**src/hw/rtl/itoa_pkg.sv**
```systemverilog
package itoa_pkg;

   localparam int VALUE_WIDTH = 64;
   localparam int DIGIT_COUNT = 20;
   localparam int BCD_WIDTH = 4 * DIGIT_COUNT;
   localparam int CNT_WIDTH = (VALUE_WIDTH > 1) ? $clog2(VALUE_WIDTH) : 1;
   localparam int NDIG_WIDTH = 5;

   localparam logic [7:0] ASCII_ZERO = 8'd48;
   localparam logic [7:0] ASCII_MINUS = 8'd45;
   localparam logic [3:0] BCD_FIVE = 4'd5;
   localparam logic [3:0] BCD_BIAS = 4'd3;

   typedef struct packed {
      logic [63:0] value_bits;
      logic        mode;
   } req_type;

   typedef struct packed {
      logic [7:0] text_char;
      logic [4:0] text_length;
      logic       last_char;
   } rsp_type;

   typedef enum logic [2:0] {
      ST_IDLE,
      ST_CONVERT,
      ST_NORM,
      ST_SIGN,
      ST_DIGITS
   } state_type;

   typedef struct packed {
      logic load;
      logic convert;
      logic norm;
      logic fix_len;
      logic emit_sign;
      logic emit_digit;
   } cmd_type;

   typedef struct packed {
      logic top_zero;
      logic multi_digit;
      logic neg;
      logic out_free;
   } status_type;

endpackage

```
**src/hw/rtl/integer_to_decimal_ascii.sv**
```systemverilog
// Channel   Direction  Handshake              Word
// req_      in         req_valid / req_stall  value_bits, mode
// rsp_      out        rsp_valid / rsp_stall  text_char, text_length, last_char
//
// Each value is loaded, then takes one shift-and-add-3 step per input bit,
// one step per leading zero digit skipped, a step to latch the length and
// one step per character, minus sign included, each waiting on a stalled output.
// The double-dabble loop takes the longest.
// Synchronous active-high reset clears the controller and the output valid.
// A stalled output holds its word and the character sequencer waits.
module integer_to_decimal_ascii
   import itoa_pkg::*;
(
   input  logic    clock,
   input  logic    reset,
   input  logic    req_valid,
   output logic    req_stall,
   input  req_type req_data,
   output logic    rsp_valid,
   input  logic    rsp_stall,
   output rsp_type rsp_data
);

   cmd_type    cmd;
   status_type status;

   itoa_ctrl u_ctrl (
      .clock     (clock),
      .reset     (reset),
      .req_valid (req_valid),
      .req_stall (req_stall),
      .status    (status),
      .cmd       (cmd)
   );

   itoa_dpath u_dpath (
      .clock     (clock),
      .reset     (reset),
      .req_data  (req_data),
      .cmd       (cmd),
      .status    (status),
      .rsp_valid (rsp_valid),
      .rsp_stall (rsp_stall),
      .rsp_data  (rsp_data)
   );

endmodule

```
**src/hw/rtl/itoa_ctrl.sv**
```systemverilog
module itoa_ctrl
   import itoa_pkg::*;
(
   input  logic       clock,
   input  logic       reset,
   input  logic       req_valid,
   output logic       req_stall,
   input  status_type status,
   output cmd_type    cmd
);

   localparam logic [CNT_WIDTH-1:0] CNT_LAST = CNT_WIDTH'(VALUE_WIDTH - 1);

   state_type            state_ff, state_in;
   logic [CNT_WIDTH-1:0] cnt_ff, cnt_in;

   always_ff @(posedge clock) begin
      if (reset) begin
         state_ff <= ST_IDLE;
         cnt_ff   <= '0;
      end else begin
         state_ff <= state_in;
         cnt_ff   <= cnt_in;
      end
   end

   always_comb begin
      state_in = state_ff;
      cnt_in   = cnt_ff;
      unique case (state_ff)
         ST_IDLE: begin
            cnt_in = '0;
            if (req_valid) state_in = ST_CONVERT;
         end
         ST_CONVERT: begin
            cnt_in = cnt_ff + 1'b1;
            if (cnt_ff == CNT_LAST) state_in = ST_NORM;
         end
         ST_NORM: begin
            if (!(status.top_zero && status.multi_digit)) begin
               state_in = status.neg ? ST_SIGN : ST_DIGITS;
            end
         end
         ST_SIGN: begin
            if (status.out_free) state_in = ST_DIGITS;
         end
         ST_DIGITS: begin
            if (status.out_free && !status.multi_digit) state_in = ST_IDLE;
         end
         default: state_in = ST_IDLE;
      endcase
   end

   always_comb begin
      cmd       = '0;
      req_stall = (state_ff != ST_IDLE);
      unique case (state_ff)
         ST_IDLE:    cmd.load = req_valid;
         ST_CONVERT: cmd.convert = 1'b1;
         ST_NORM: begin
            cmd.norm    = status.top_zero && status.multi_digit;
            cmd.fix_len = !(status.top_zero && status.multi_digit);
         end
         ST_SIGN:    cmd.emit_sign = status.out_free;
         ST_DIGITS:  cmd.emit_digit = status.out_free;
         default:    cmd = '0;
      endcase
   end

endmodule

```
**src/hw/rtl/itoa_dpath.sv**
```systemverilog
module itoa_dpath
   import itoa_pkg::*;
(
   input  logic       clock,
   input  logic       reset,
   input  req_type    req_data,
   input  cmd_type    cmd,
   output status_type status,
   output logic       rsp_valid,
   input  logic       rsp_stall,
   output rsp_type    rsp_data
);

   logic [VALUE_WIDTH-1:0] mag_ff, mag_in;
   logic [BCD_WIDTH-1:0]   bcd_ff, bcd_in;
   logic [BCD_WIDTH-1:0]   bcd_adj;
   logic                   neg_ff, neg_in;
   logic [NDIG_WIDTH-1:0]  ndig_ff, ndig_in;
   logic [4:0]             len_ff, len_in;
   logic                   rsp_valid_ff, rsp_valid_in;
   rsp_type                rsp_data_ff, rsp_data_in;
   logic [VALUE_WIDTH-1:0] raw;
   logic                   raw_neg;
   logic [3:0]             top_digit;

   assign raw       = req_data.value_bits[VALUE_WIDTH-1:0];
   assign raw_neg   = req_data.mode && raw[VALUE_WIDTH-1];
   assign top_digit = bcd_ff[BCD_WIDTH-1 -: 4];

   // Add-3 correction on every BCD digit before the next shift.
   always_comb begin
      for (int i = 0; i < DIGIT_COUNT; i++) begin
         bcd_adj[i*4 +: 4] = (bcd_ff[i*4 +: 4] >= BCD_FIVE) ?
                             bcd_ff[i*4 +: 4] + BCD_BIAS : bcd_ff[i*4 +: 4];
      end
   end

   always_comb begin
      mag_in  = mag_ff;
      bcd_in  = bcd_ff;
      neg_in  = neg_ff;
      ndig_in = ndig_ff;
      len_in  = len_ff;
      if (cmd.load) begin
         neg_in  = raw_neg;
         mag_in  = raw_neg ? (~raw + 1'b1) : raw;
         bcd_in  = '0;
         ndig_in = NDIG_WIDTH'(DIGIT_COUNT);
      end
      if (cmd.convert) begin
         bcd_in = {bcd_adj[BCD_WIDTH-2:0], mag_ff[VALUE_WIDTH-1]};
         mag_in = {mag_ff[VALUE_WIDTH-2:0], 1'b0};
      end
      if (cmd.norm || cmd.emit_digit) begin
         bcd_in  = {bcd_ff[BCD_WIDTH-5:0], 4'd0};
         ndig_in = ndig_ff - 1'b1;
      end
      if (cmd.fix_len) begin
         len_in = ndig_ff + {4'd0, neg_ff};
      end
   end

   always_comb begin
      rsp_valid_in = rsp_valid_ff && rsp_stall;
      rsp_data_in  = rsp_data_ff;
      if (cmd.emit_sign) begin
         rsp_valid_in            = 1'b1;
         rsp_data_in.text_char   = ASCII_MINUS;
         rsp_data_in.text_length = len_ff;
         rsp_data_in.last_char   = 1'b0;
      end else if (cmd.emit_digit) begin
         rsp_valid_in            = 1'b1;
         rsp_data_in.text_char   = ASCII_ZERO + {4'd0, top_digit};
         rsp_data_in.text_length = len_ff;
         rsp_data_in.last_char   = (ndig_ff == NDIG_WIDTH'(1));
      end
   end

   always_ff @(posedge clock) begin
      if (reset) begin
         rsp_valid_ff <= 1'b0;
         ndig_ff      <= '0;
      end else begin
         rsp_valid_ff <= rsp_valid_in;
         ndig_ff      <= ndig_in;
      end
   end

   always_ff @(posedge clock) begin
      mag_ff      <= mag_in;
      bcd_ff      <= bcd_in;
      neg_ff      <= neg_in;
      len_ff      <= len_in;
      rsp_data_ff <= rsp_data_in;
   end

   assign status.top_zero    = (top_digit == 4'd0);
   assign status.multi_digit = (ndig_ff > NDIG_WIDTH'(1));
   assign status.neg         = neg_ff;
   assign status.out_free    = !rsp_valid_ff || !rsp_stall;

   assign rsp_valid = rsp_valid_ff;
   assign rsp_data  = rsp_data_ff;

`ifndef ASSERT_OFF
   a_emit_free: assert property (@(posedge clock) disable iff (reset)
      (cmd.emit_sign || cmd.emit_digit) |-> !(rsp_valid_ff && rsp_stall))
      else $error("word emitted while the output register was still held");

   a_digit_left: assert property (@(posedge clock) disable iff (reset)
      cmd.emit_digit |-> (ndig_ff != '0))
      else $error("digit emitted with no digits left");

   a_neg_mode: assert property (@(posedge clock) disable iff (reset)
      cmd.load |=> (!neg_ff || $past(req_data.mode)))
      else $error("negative flag set for an unsigned value");
`endif

endmodule

```
**config.mk**
```make
export PLATFORM = sky130hd
export DESIGN_NAME = integer_to_decimal_ascii
export DESIGN_NICKNAME = d
export VERILOG_FILES = /design/src/hw/rtl/itoa_pkg.sv /design/src/hw/rtl/integer_to_decimal_ascii.sv /design/src/hw/rtl/itoa_ctrl.sv /design/src/hw/rtl/itoa_dpath.sv
export SDC_FILE = /design/constraint.sdc
export NUM_CORES = 1
export LEC_CHECK = 0
export BUFFER_PORTS_ARGS = -buffer_cell sky130_fd_sc_hd__buf_2
export CAP_MARGIN = 15
export CORE_MARGIN = 4
export CORE_UTILIZATION = 60
export DETAILED_ROUTE_END_ITERATION = 6
export GPL_TIMING_DRIVEN = 0
export PLACE_DENSITY = 0.8
export SLEW_MARGIN = 5
export SYNTH_ARGS = -nofsm -noshare
export SYNTH_HDL_FRONTEND = slang
export SYNTH_SLANG_ARGS = --single-unit
export TNS_END_PERCENT = 5
```
**constraint.sdc**
```tcl
create_clock -name clock -period 9.2 [get_ports clock]
set_input_delay 1.38 -clock clock [delete_from_list [all_inputs] [get_ports clock]]
set_output_delay 1.38 -clock clock [all_outputs]
set_load 0.005 [all_outputs]
```
* Yosys cells after proc, flatten, opt, wreduce, memory -nomap -nowiden
Cells that the tools add are included.
** Storage, ports and cells
- Flip-flop bits (word level) :: 178
- Bits in latches :: 0
- Memory bits (writable) :: 0
- ROM bits :: 0
- Input port bits :: 69
- Output and inout bits :: 16
- Word-level logic and storage cells :: 135
- Memories kept :: 0
** Cells by class
- $add $sub $neg :: 25
- Multiply operators :: 0
- Div/mod/pow operators :: 0
- Magnitude comparators :: 21
- Equality and inequality tests :: 11
- Shifts and indexed selects :: 0
- Multiplexer cells :: 45
- Bitwise gates (word level) :: 1
- Reductions and logical operators :: 19
** Operators with widths (number)
- 80-bit 2-to-1 mux :: 3
- 64-bit 2-to-1 mux :: 3
- 4-bit by 3-bit >= comparator with 1-bit output (second input constant) :: 20
- 4-bit by 2-bit adder with 4-bit output (second input constant) :: 19
- 4-bit 2-to-1 mux :: 19
- 64-bit by 1-bit adder with 64-bit output (second input constant) :: 1
- 64-bit NOT :: 1
- 3-bit 2-to-1 mux :: 7
- 3-bit one-hot mux with 5 select lines :: 1
- 6-bit 2-to-1 mux :: 2
- 6-bit one-hot mux with 2 select lines :: 1
- 5-bit 2-to-1 mux :: 2
- 2-bit nonzero test :: 4
- 6-bit by 4-bit adder with 7-bit output (first input constant) :: 1
- 6-bit by 1-bit adder with 6-bit output (second input constant) :: 1
- 3-bit by 2-bit equality test with 1-bit output (second input constant) :: 2
- 6-bit equality test (second input constant) :: 1
- 1-bit 2-to-1 mux :: 6
- 2-bit by 1-bit inequality test with 1-bit output (second input constant) :: 3
- 3-bit nonzero test :: 2
- 5-bit by 1-bit adder with 5-bit output :: 1
- 5-bit by 1-bit equality test with 1-bit output (second input constant) :: 1
- 5-bit by 1-bit greater-than comparator with 1-bit output (second input constant) :: 1
- 5-bit AND reduction :: 1
- other kinds (11) :: 19

* Logic depth before layout (Yosys ltp)
Gate-level depths: netlist of the first run.
- Depth after elaboration :: 6
- Gate-level depth with buffers :: 10
- Gate-level depth less buffers :: 8

* Modules after synthesis
Synthesis of the first run repeated with hierarchy kept, for this count alone.
** Second synthesis, totals
- Cells, all modules :: 1173
- Area, all modules :: 11110.7 µm²
** By module, submodules not included
- itoa_dpath :: instances 1, cells an instance 1096, area an instance 10531.4 µm², seq. area each 4844.6 µm²
- itoa_ctrl :: instances 1, cells an instance 77, area an instance 579.3 µm², seq. area each 180.2 µm²

* Least setup slack after synthesis of the first run
OpenSTA, ideal clock, no wires.
- Path type :: input -> register
- Start point :: input req_valid
- End point :: register u_dpath.bcd_ff[10] (enable)
- Setup time :: 431 ps
- Arrival time :: 3593 ps
- Data required time :: 8769 ps
- Slack :: 5176 ps
- Cell stages on the path :: 6
- Path buffers :: 1
- Cell sequence :: nor2b_1 > nand2_1 > clkbuf_1 > nand3_1 > nor2_1 > inv_1
** On the way
- Cells in the longest elaborated chain, start to end :: 2
** Ends and longest elaborated chain
- from (decl) :: RTL line integer_to_decimal_ascii.sv:16 : input logic req_valid,
- 1-bit 2-to-1 mux :: RTL line itoa_ctrl.sv:57 : unique case (state_ff)
- 3-bit nonzero test (no source line)
- to (signal assigned) :: RTL line itoa_dpath.sv:91 : bcd_ff <= bcd_in;
- to (decl) :: RTL line itoa_dpath.sv:15 : logic [BCD_WIDTH-1:0] bcd_ff, bcd_in;
Every way passes these cells.
A chain may end at the register's enable or synchronous reset.

* Worst setup path in the final report of the first run
- Start point :: input req_valid
- End point :: register u_dpath.mag_ff[57] (enable)
** On the way
- Cells in the longest elaborated chain, start to end :: 2
** Ends and longest elaborated chain
- 1-bit 2-to-1 mux :: RTL line itoa_ctrl.sv:57
- 2-bit nonzero test (no source line)
- to (signal assigned) :: RTL line itoa_dpath.sv:90 : mag_ff <= mag_in;
- to (decl) :: RTL line itoa_dpath.sv:14 : logic [VALUE_WIDTH-1:0] mag_ff, mag_in;
Every way passes these cells.

==> results of run 1 <==
[cells in the final DEF (no fill, tap or decap), types with 4 or more instances in the layout]
cell type  Yosys  layout
edfxtp_1     150     150
nand3_1       20      20
o31ai_1       25      25
o21ai_0      105     105
inv_1         52      51
nor2_1        75      75
nor4_1        10      10
dfxtp_1       26      26
clkbuf_1      31      33
nor3b_1       34      34
nor3_2         4       4
nand2_1      160     159
xor2_1        18      18
nand2b_1      23      23
a31oi_1       22      22
buf_2          7      87
ha_1          46      46
a21oi_1       90      90
clkbuf_16      0      17
a41oi_1        4       4
buf_1         11      11
or4_1          7       7
nand4_1        5       5
o21ai_1       54      54
nor2b_1       18      18
a22oi_1       11      11
nor3_1        19      19
and3_1         4       4
xnor2_1       72      72
inv_4          0       4
[cell families after synthesis]
group,synth area share
compound gates,0.174
simple gates,0.188
mux,0.00303
other cells,0.000699
buf+inv,0.0396
flops,0.468
fa+ha+maj,0.0536
xor+xnor,0.0733
[cells in the mapped netlist, drive strengths merged, types with 2 or more instances]
library cell,count
nand2,161
o21ai,159
edfxtp,150
a21oi,90
nor2,75
xnor2,72
inv,53
ha,46
nor3b,34
clkbuf,31
dfxtp,26
o31ai,25
nand2b,23
nor3,23
a31oi,22
buf,22
nand3,21
nor2b,18
xor2,18
nor4,15
a22oi,11
or4,9
nand4,5
a41oi,4
and3,4
nand3b,3
nor4b,3
or3,3
a211oi,2
a21boi,2
a21o,2
a311oi,2
a32o,2
conb,2
mux2,2
o211ai,2
[critical path: stages]
cell and delay (ps):
buf_2 110, nor2b_1 140, nand2_1 280, clkbuf_1 470, clkbuf_1 460, nand2_4 540
[power breakdown]
group | total [uW] | internal, uW | switching (uW)
combinational | 1500 | 556 | 947
sequential | 1690 | 1420 | 272
clock | 676 | 352 | 324
[per-stage QoR]
step	hold WS (ps)	instances
6_report	456	1493
5_1_grt	482	1493
4_1_cts	458	1493
3_5_place_dp	448	1461
3_3_place_gp	439	1460
2_1_floorplan	424	1155
[area by class of cell]
cell class                 count  area (sq um)
clock buffer                  19           433
multi-input combinational    873          5310
buffer                        53           226
tap                          225           282
timing repair buffer          81           428
fill                        1385          5410
clock inverter                13           104
inverter                      53           201
sequential                   176          5020
[state kept, by name, indices dropped and copies added (netlist names)]
signal and count:
u_dpath.neg_ff 1, u_dpath.bcd_ff 80, u_dpath.mag_ff 64, u_dpath.ndig_ff 5
u_dpath.rsp_valid 1, u_ctrl.state_ff 3, u_dpath.rsp_data 11, u_dpath.len_ff 5
u_ctrl.cnt_ff 6
[worst max-delay path by stage]
stage / startpoint / depth (start not counted) / to / slack, ps
final: req_valid / 6 / u_dpath.mag_ff[57] / 5730
after global routing: req_data[2] / 11 / u_dpath.mag_ff[56] / 5570
after CTS: req_valid / 6 / u_dpath.mag_ff[44] / 5810
after detailed placement: req_valid / 6 / u_dpath.mag_ff[18] / 5360
after global placement: req_valid / 7 / u_dpath.bcd_ff[50] / 3970
after floorplan: req_valid / 6 / u_dpath.bcd_ff[10] / 5180
[metal layers]
metal,wire [um],track usage,vias to the layer above
li1,-,-,4375
met2,11300,0.390,288
met5,25,0,-
met4,449,0.0753,4
met1,10900,0.332,4229
met3,1510,0.0485,52
==> impl_metrics.ini, run 1 <==
[grt]
grt_pass1_vias = 8470
track_usage = 0.242
grt_pass1_wl_mm = 40.1
grt_max_degree = 65
grt_antenna_before_repair = 2
grt.overflow.total = 0

[clock_network]
postCtsHoldBufs = 0
cts_tree = yes
clock_latency_ps = 440
htree_levels = 4
cts-root-buf = clkbuf_16
clkSlewWorstSetupHoldPaths_ps = 70
cts_setup_buffers = 0
cts.sinks = 176
cts_made_buffers = 17
clk_path_buf_depth = 2
post_cts_resized = 0

[route]
first_pass_iters = 6
wl_per_cell_um = 16.2
drc_errors = 0
vias = 8948
drt_iter0_drc = 874
wirelength_mm = 24.2
via_per_inst = 5.99
drtAntennaViolNets = 0

[timing]
worstMarginPinSlew_ps = 834
fmax_ghz = 0.288
maxSlewHeadroom = 0.444
fin_crit_ps = 3470
setup_violations = 0
setup_tns_ps = 0
fin_crit_sh = 0.378
clock_skew_ps = 14.2
hold_viol = 0
worst_slack_ps = 5730
slew_violations = 0
rsz0062_at_grt = false

[yosys]
synthesis.area_sq_um = 10700
synthArstFlopShare = 0
synth_ff_type = edfxtp_1
seq_area_frac_synth = 0.468
ys_top_cells_by_area = edfxtp_1 42%, xnor2_1 5.9%, nand2_1 5.6%
yosysWarnings = 0
yosysTopAreaCell = edfxtp_1
synth-edff-count = 150
netlist.area_leader.share = 0.419
synth_cell_types = 61
synth.avg_cell_area_sq_um = 9.31
synth_cells = 1154
synth_seq_cells = 176

[worst_setup_path]
reg2reg_slack_ps = 6070
path_class = input port to flip-flop
worstRegToRegCells = 6
cp.arrival_ps = 3460
timing.rr.end = u_dpath.mag_ff[57]
crit-reg2reg-launch = u_ctrl.state_ff[2]
start_kind = input port
cp.required_ps = 9190
cp_max_fo = 63
cp-end-kind = flip-flop

[min_path]
hold_class = flip-flop to flip-flop
holdPathStages = 2
min_to = u_dpath.rsp_data[7]
worst_hold_startpoint = u_dpath.rsp_data[7]

[power_and_ir_drop]
p_per_area_nw_per_um2 = 322
total_leakage_power_uw = 0.00431
p_total_uw = 3870
ir_worst_vdd_v = 0.000189

[place]
io_buffer_count = 80
post_dp_cell_area_sq_um = 11500
gp_congestion = 0.883
place_hpwl_mm = 17.0
post-place-ws_ps = 5360

[layout]
diodes = 0
final_area_sq_um = 12000
areaGrowthSynthToFinish_pct = 11.7
nNetsFinal = 1370
drive_gt1_frac = 0.111
final_core_util = 0.689

[floorplan]
dieArea_sq_um = 20100
die_y_um = 142
start_util = 0.617
fp.dieW_um = 142
core_sq_um = 17400
rows = 48
top_level_ports = 85

[run_status]
outcome = finished, final reports clean

[flow_run]
drv_cap = 0
Note: power is estimated with default switching activity, not from simulation.
==> inputs of run 2 (changes only) <==
- ABC_AREA: default -> 1
- CORE_UTILIZATION: 60 -> 56
- PLACE_DENSITY: 0.8 -> 0.78
- clock period: 9.2 -> 2.95 ns (I/O delays scaled with it)
==> run 2 against run 1 <==
  * Total power rose to 3.1 times the previous value
  * First-iteration DRC count shrank 12%
  * Sequential share of layout area down 2.9 points
  * Cell count rose by 25%
  * Critical endpoint is now u_dpath.bcd_ff[9]
  * Largest cell class unchanged
  * Largest power group is now combinational cells
==> impl_metrics.ini, run 2 <==
[flow_run]
drv_cap = 0

[timing]
setup_violations = 0
clock_skew_ps = 9.48
worst_slack_ps = 262
slew_violations = 0
fin_crit_ps = 2690
setup_tns_ps = 0
rsz0062_at_grt = false
fmax_ghz = 0.372
fin_crit_sh = 0.911
maxSlewHeadroom = 0.579
hold_viol = 0
worstMarginPinSlew_ps = 631

[worst_setup_path]
worstPathCellList = inv_1 -> ha_1 -> inv_1 -> or2_1 -> nor2_1 -> nand3_2 -> nand2_4 -> inv_2 -> buf_6 -> nand2_4 -> buf_16
reg2reg_slack_ps = 260
path_class = flip-flop to flip-flop
cp_max_fo = 52
cp-end-kind = flip-flop
cp.required_ps = 3070
worstRegToRegCells = 11
critPathMaxStageDelay_ps = 420
endpoint = u_dpath.bcd_ff[9]
worstSetupStartpoint = u_dpath.bcd_ff[76]
slowest_stage = edfxtp_1
cp.arrival_ps = 2810
crit-reg2reg-launch = u_dpath.bcd_ff[76]
start_kind = flip-flop
timing.rr.end = u_dpath.bcd_ff[9]

[floorplan]
start_util = 0.570
dieArea_sq_um = 22900
die_y_um = 151
rows = 52
fp.dieW_um = 151
top_level_ports = 85
core_sq_um = 20200

[clock_network]
clock_latency_ps = 440
cts_tree = yes
cts.sinks = 176
postCtsHoldBufs = 0
cts_made_buffers = 17
htree_levels = 4
cts_setup_buffers = 0
clkSlewWorstSetupHoldPaths_ps = 70
cts-root-buf = clkbuf_16
clk_path_buf_depth = 2
post_cts_resized = 0

[yosys]
synthArstFlopShare = 0
yosysTopAreaCell = edfxtp_1
netlist.area_leader.share = 0.391
synth_most_common_cell = nand2_1
synthesis.area_sq_um = 11500
seq_area_frac_synth = 0.436
synth-edff-count = 150
synth_cells = 1485
ys_top_cells_by_area = edfxtp_1 39%, nand2_1 12%, nor2_1 6.7%
synth.avg_cell_area_sq_um = 7.76
synth_seq_cells = 176
synth_ff_type = edfxtp_1
synth_commonest_cells = 375 x nand2_1, 205 x nor2_1, 167 x inv_1, 153 x o21ai_0, 150 x edfxtp_1
synth_cell_types = 43
yosysWarnings = 0

[layout]
largest_register_ffs = 80
final_cell_mix = 375 x nand2_1, 205 x nor2_1, 166 x inv_1, 153 x o21ai_0, 150 x edfxtp_1
areaGrowthSynthToFinish_pct = 11.9
drive_gt1_frac = 0.127
final_common_cell = nand2_1
fillers = 1748
nNetsFinal = 1703
diodes = 0
regMostFlops = u_dpath.bcd_ff
fin_cells = 1871
final_area_sq_um = 12900

[grt]
grt_pass1_vias = 10263
grt_pass1_wl_mm = 48.8
met3_usage = 0.0443
busiest_layer = met2
grt.overflow.total = 0
grt_max_degree = 53
track_usage = 0.266
grt_use_met2 = 0.455
grt_antenna_before_repair = 0
use_met1 = 0.338

[place]
post-place-ws_ps = 303
place_inst = 1839
gp_congestion = 0.983
post_dp_cell_area_sq_um = 12300
io_buffer_count = 81
place_hpwl_mm = 22.0

[route]
wl_per_cell_um = 15.9
via_per_inst = 5.68
drt_iter0_drc = 769
vias = 10620
first_pass_iters = 6
drtAntennaViolNets = 0
drc_errors = 0
wirelength_mm = 29.8

[run_status]
outcome = finished, final reports clean

[min_path]
hold_class = input port to flip-flop
worst_hold_startpoint = reset

[power_and_ir_drop]
p_per_area_nw_per_um2 = 919
total_leakage_power_uw = 0.00542
p_total_uw = 11900
ir_worst_vdd_v = 0.000748
## run 2: cell types whose count changed after synthesis, moves of 30 or more
cell | previous run | this run
o32ai_2 | 0 | 30
inv_1 | 52 | 167
nor2_1 | 75 | 205
xnor2_1 | 72 | 1
nand2_1 | 160 | 375
o21ai_1 | 54 | 11
o21ai_0 | 105 | 153
nor3b_1 | 34 | 1
nand3_1 | 20 | 109
## run 2: stage by stage
step,utilization,hold WS (ps)
final,0.638,214
after global placement,0.607,436
after CTS,0.638,214
after global routing,0.638,213
after floorplan,-,422
after detailed placement,0.609,450
## run 2: worst min path at each step
stage / cells after the start / to
5_1_grt: 2 / u_ctrl.cnt_ff[5]
2_1_floorplan: 2 / u_dpath.bcd_ff[0]
4_1_cts: 2 / u_ctrl.cnt_ff[5]
6_report: 2 / u_ctrl.cnt_ff[5]
3_5_place_dp: 2 / u_dpath.mag_ff[0]
3_3_place_gp: 2 / u_dpath.bcd_ff[0]
## run 2: cell families (layout without fill, tap and decap cells)
kind of cell | count (synthesis) | in the layout | synth area share
compound gates | 307 | 307 | 0.171
simple gates | 735 | 735 | 0.264
buf+inv | 215 | 330 | 0.0763
other cells | 2 | 3 | 0.000651
flops | 176 | 176 | 0.436
xor+xnor | 4 | 4 | 0.00304
fa+ha+maj | 46 | 46 | 0.0499
## run 2: worst max-delay path: cells and delay by family, from the launching register on
family | cells | cell delay [ps]
flops | 1 | 420
buf+inv | 5 | 720
fa+ha+maj | 1 | 160
simple gates | 5 | 1010
## run 2: routing by layer
layer,routed length [um],part of all wire
met4,764,0.026
met1,12600,0.42
met3,1890,0.063
met5,0,0
met2,14500,0.49
## run 2: area by class of cell
cell class,count,area [sq um],share of cell area
plain buffers,41,226,0.0176
clock buffers,17,425,0.0330
clock inverters,15,149,0.0115
inverters,174,653,0.0506
multi-input cells,1095,5630,0.437
flip-flops and latches,176,5020,0.389
well taps,270,338,0.0262
repair buffers,83,453,0.0351
## run 2: power breakdown
| group | switching [uW] | internal, uW |
|---|---|---|
| Combinational | 3310 | 1510 |
| Clock | 1070 | 1190 |
| Sequential | 540 | 4230 |
| Total | 4930 | 6930 |
==> inputs of run 3 (changes only) <==
- ABC_CLOCK_PERIOD_IN_PS: default -> 2700
- CORE_ASPECT_RATIO: default -> 1.1
- CORE_UTILIZATION: 56 -> 60
- PLACE_DENSITY: 0.78 -> 0.79
- clock period: 2.95 -> 2.7 ns (I/O delays scaled with it)
==> run 3 against run 2 <==
  * Critical path type unchanged
  * Cell count down 1.5%
  * Routed wire length fell by 1.7%
  * Largest power group is now sequential cells
  * Flip-flop and latch count did not move
  * Non-clock buffer count shrank 1
==> impl_metrics.ini, run 3 (synthesized netlist as in run 2, its figures left out) <==
[run_status]
outcome = finished, final reports clean

[grt]
grt_pass1_vias = 10308
grt_max_degree = 81
grt.overflow.total = 0
grt_antenna_before_repair = 0
grt_pass1_wl_mm = 48.5
track_usage = 0.274

[timing]
rsz0062_at_grt = false
fin_crit_ps = 2580
fmax_ghz = 0.388
worstMarginPinSlew_ps = 650
setup_violations = 0
clock_skew_ps = 9.99
slew_violations = 0
fin_crit_sh = 0.954
hold_viol = 0
maxSlewHeadroom = 0.562

[layout]
fin_cells = 1843
drive_gt1_frac = 0.128
largest_register_ffs = 80
regArea_sq_um = 5020
regMostFlops = u_dpath.bcd_ff
multi_input_area_sq_um = 5640
final_common_cell = nand2_1
diodes = 0
nNetsFinal = 1702
final_cell_mix = 375 x nand2_1, 204 x nor2_1, 165 x inv_1, 153 x o21ai_0, 150 x edfxtp_1
areaGrowthSynthToFinish_pct = 11.5
fillers = 1627

[clock_network]
clock_latency_ps = 430
cts.sinks = 176
htree_levels = 4
cts-root-buf = clkbuf_16
clk_path_buf_depth = 2
postCtsHoldBufs = 0
cts_setup_buffers = 0
clkSlewWorstSetupHoldPaths_ps = 70
cts_tree = yes
cts_made_buffers = 17

[floorplan]
start_util = 0.617
die_y_um = 153
core_sq_um = 18700
fp.dieW_um = 140
dieArea_sq_um = 21500
rows = 52
top_level_ports = 85

[worst_setup_path]
path_delay_family = simple AND/OR/NAND/NOR gates
slowest_stage = nand2_8
start_kind = flip-flop
cp.arrival_ps = 2640
path_class = flip-flop to flip-flop
cp-end-kind = flip-flop
worstPathCellList = inv_1 -> ha_1 -> inv_1 -> or2_1 -> nor2_2 -> nand3_2 -> nand2_4 -> inv_2 -> buf_6 -> nand2_8
cp_num_buf_inv = 4
cp.required_ps = 2770
critPathMaxStageDelay_ps = 430
cp_max_fo = 80
cp_common_cell = inv_1

[power_and_ir_drop]
p_per_area_nw_per_um2 = 999
ir_worst_vdd_v = 0.000665
total_leakage_power_uw = 0.00541
p_total_uw = 12800

[place]
gp_congestion = 1.02
place_hpwl_mm = 21.9
place_inst = 1811
io_buffer_count = 81

[route]
drtAntennaViolNets = 0
drc_errors = 0
wirelength_mm = 29.3
via_per_inst = 5.74
wl_per_cell_um = 15.9
vias = 10571
first_pass_iters = 6
drt_iter0_drc = 864

[min_path]
hold_class = input port to flip-flop

[flow_run]
drv_cap = 0
[run 3: final cells by class]
| type | count | area share |
|---|---|---|
| clock buffers | 18 | 0.0334 |
| well taps | 243 | 0.0237 |
| multi-input cells | 1095 | 0.439 |
| repair buffers | 82 | 0.0331 |
| flip-flops and latches | 176 | 0.391 |
| inverters | 174 | 0.0508 |
| clock inverters | 14 | 0.0114 |
| plain buffers | 41 | 0.0176 |
[run 3: timing repair]
item	in CTS	in global routing
pin swaps	0	0
endpoints found under the hold margin	0	0
gates resized for setup	1	2
gates cloned	0	0
setup endpoints to repair	80	79
[run 3: path summary, 6_finish.rpt]
check / startpoint / endpoint / slack [ps] / depth (start not counted)
worst min-delay path: reset / u_ctrl.cnt_ff[5] / 190 / 2
worst max-delay path: u_dpath.bcd_ff[77] / u_dpath.bcd_ff[61] / 120 / 10
worst min register to register: u_dpath.mag_ff[63] / u_dpath.bcd_ff[0] / 460 / 2
worst max register to register: u_dpath.bcd_ff[77] / u_dpath.bcd_ff[61] / 120 / 10
[run 3: metal layers]
metal	share of wire	track usage
met2	0.49	0.477
met3	0.064	0.0409
met1	0.41	0.343
met4	0.029	0.105
met5	0	0
[run 3: report_power, final]
part / switching [uW] / internal, uW
Combinational: 3590 / 1610
Clock: 1130 / 1300
Sequential: 585 / 4630
Total: 5300 / 7540
[run 3: through the flow]
stage	TNS, ps	worst slack (ps)	cell area, sq um	hold WS (ps)	utilization
final	0	124	12900	187	0.688
after global routing	0	5.62	12900	183	0.688
after CTS	0	65.7	12900	176	0.688
after detailed placement	-18950	-244	12300	447	0.657
after global placement	-60890	-737	12200	437	0.656
after floorplan	0	84.9	11500	422	-
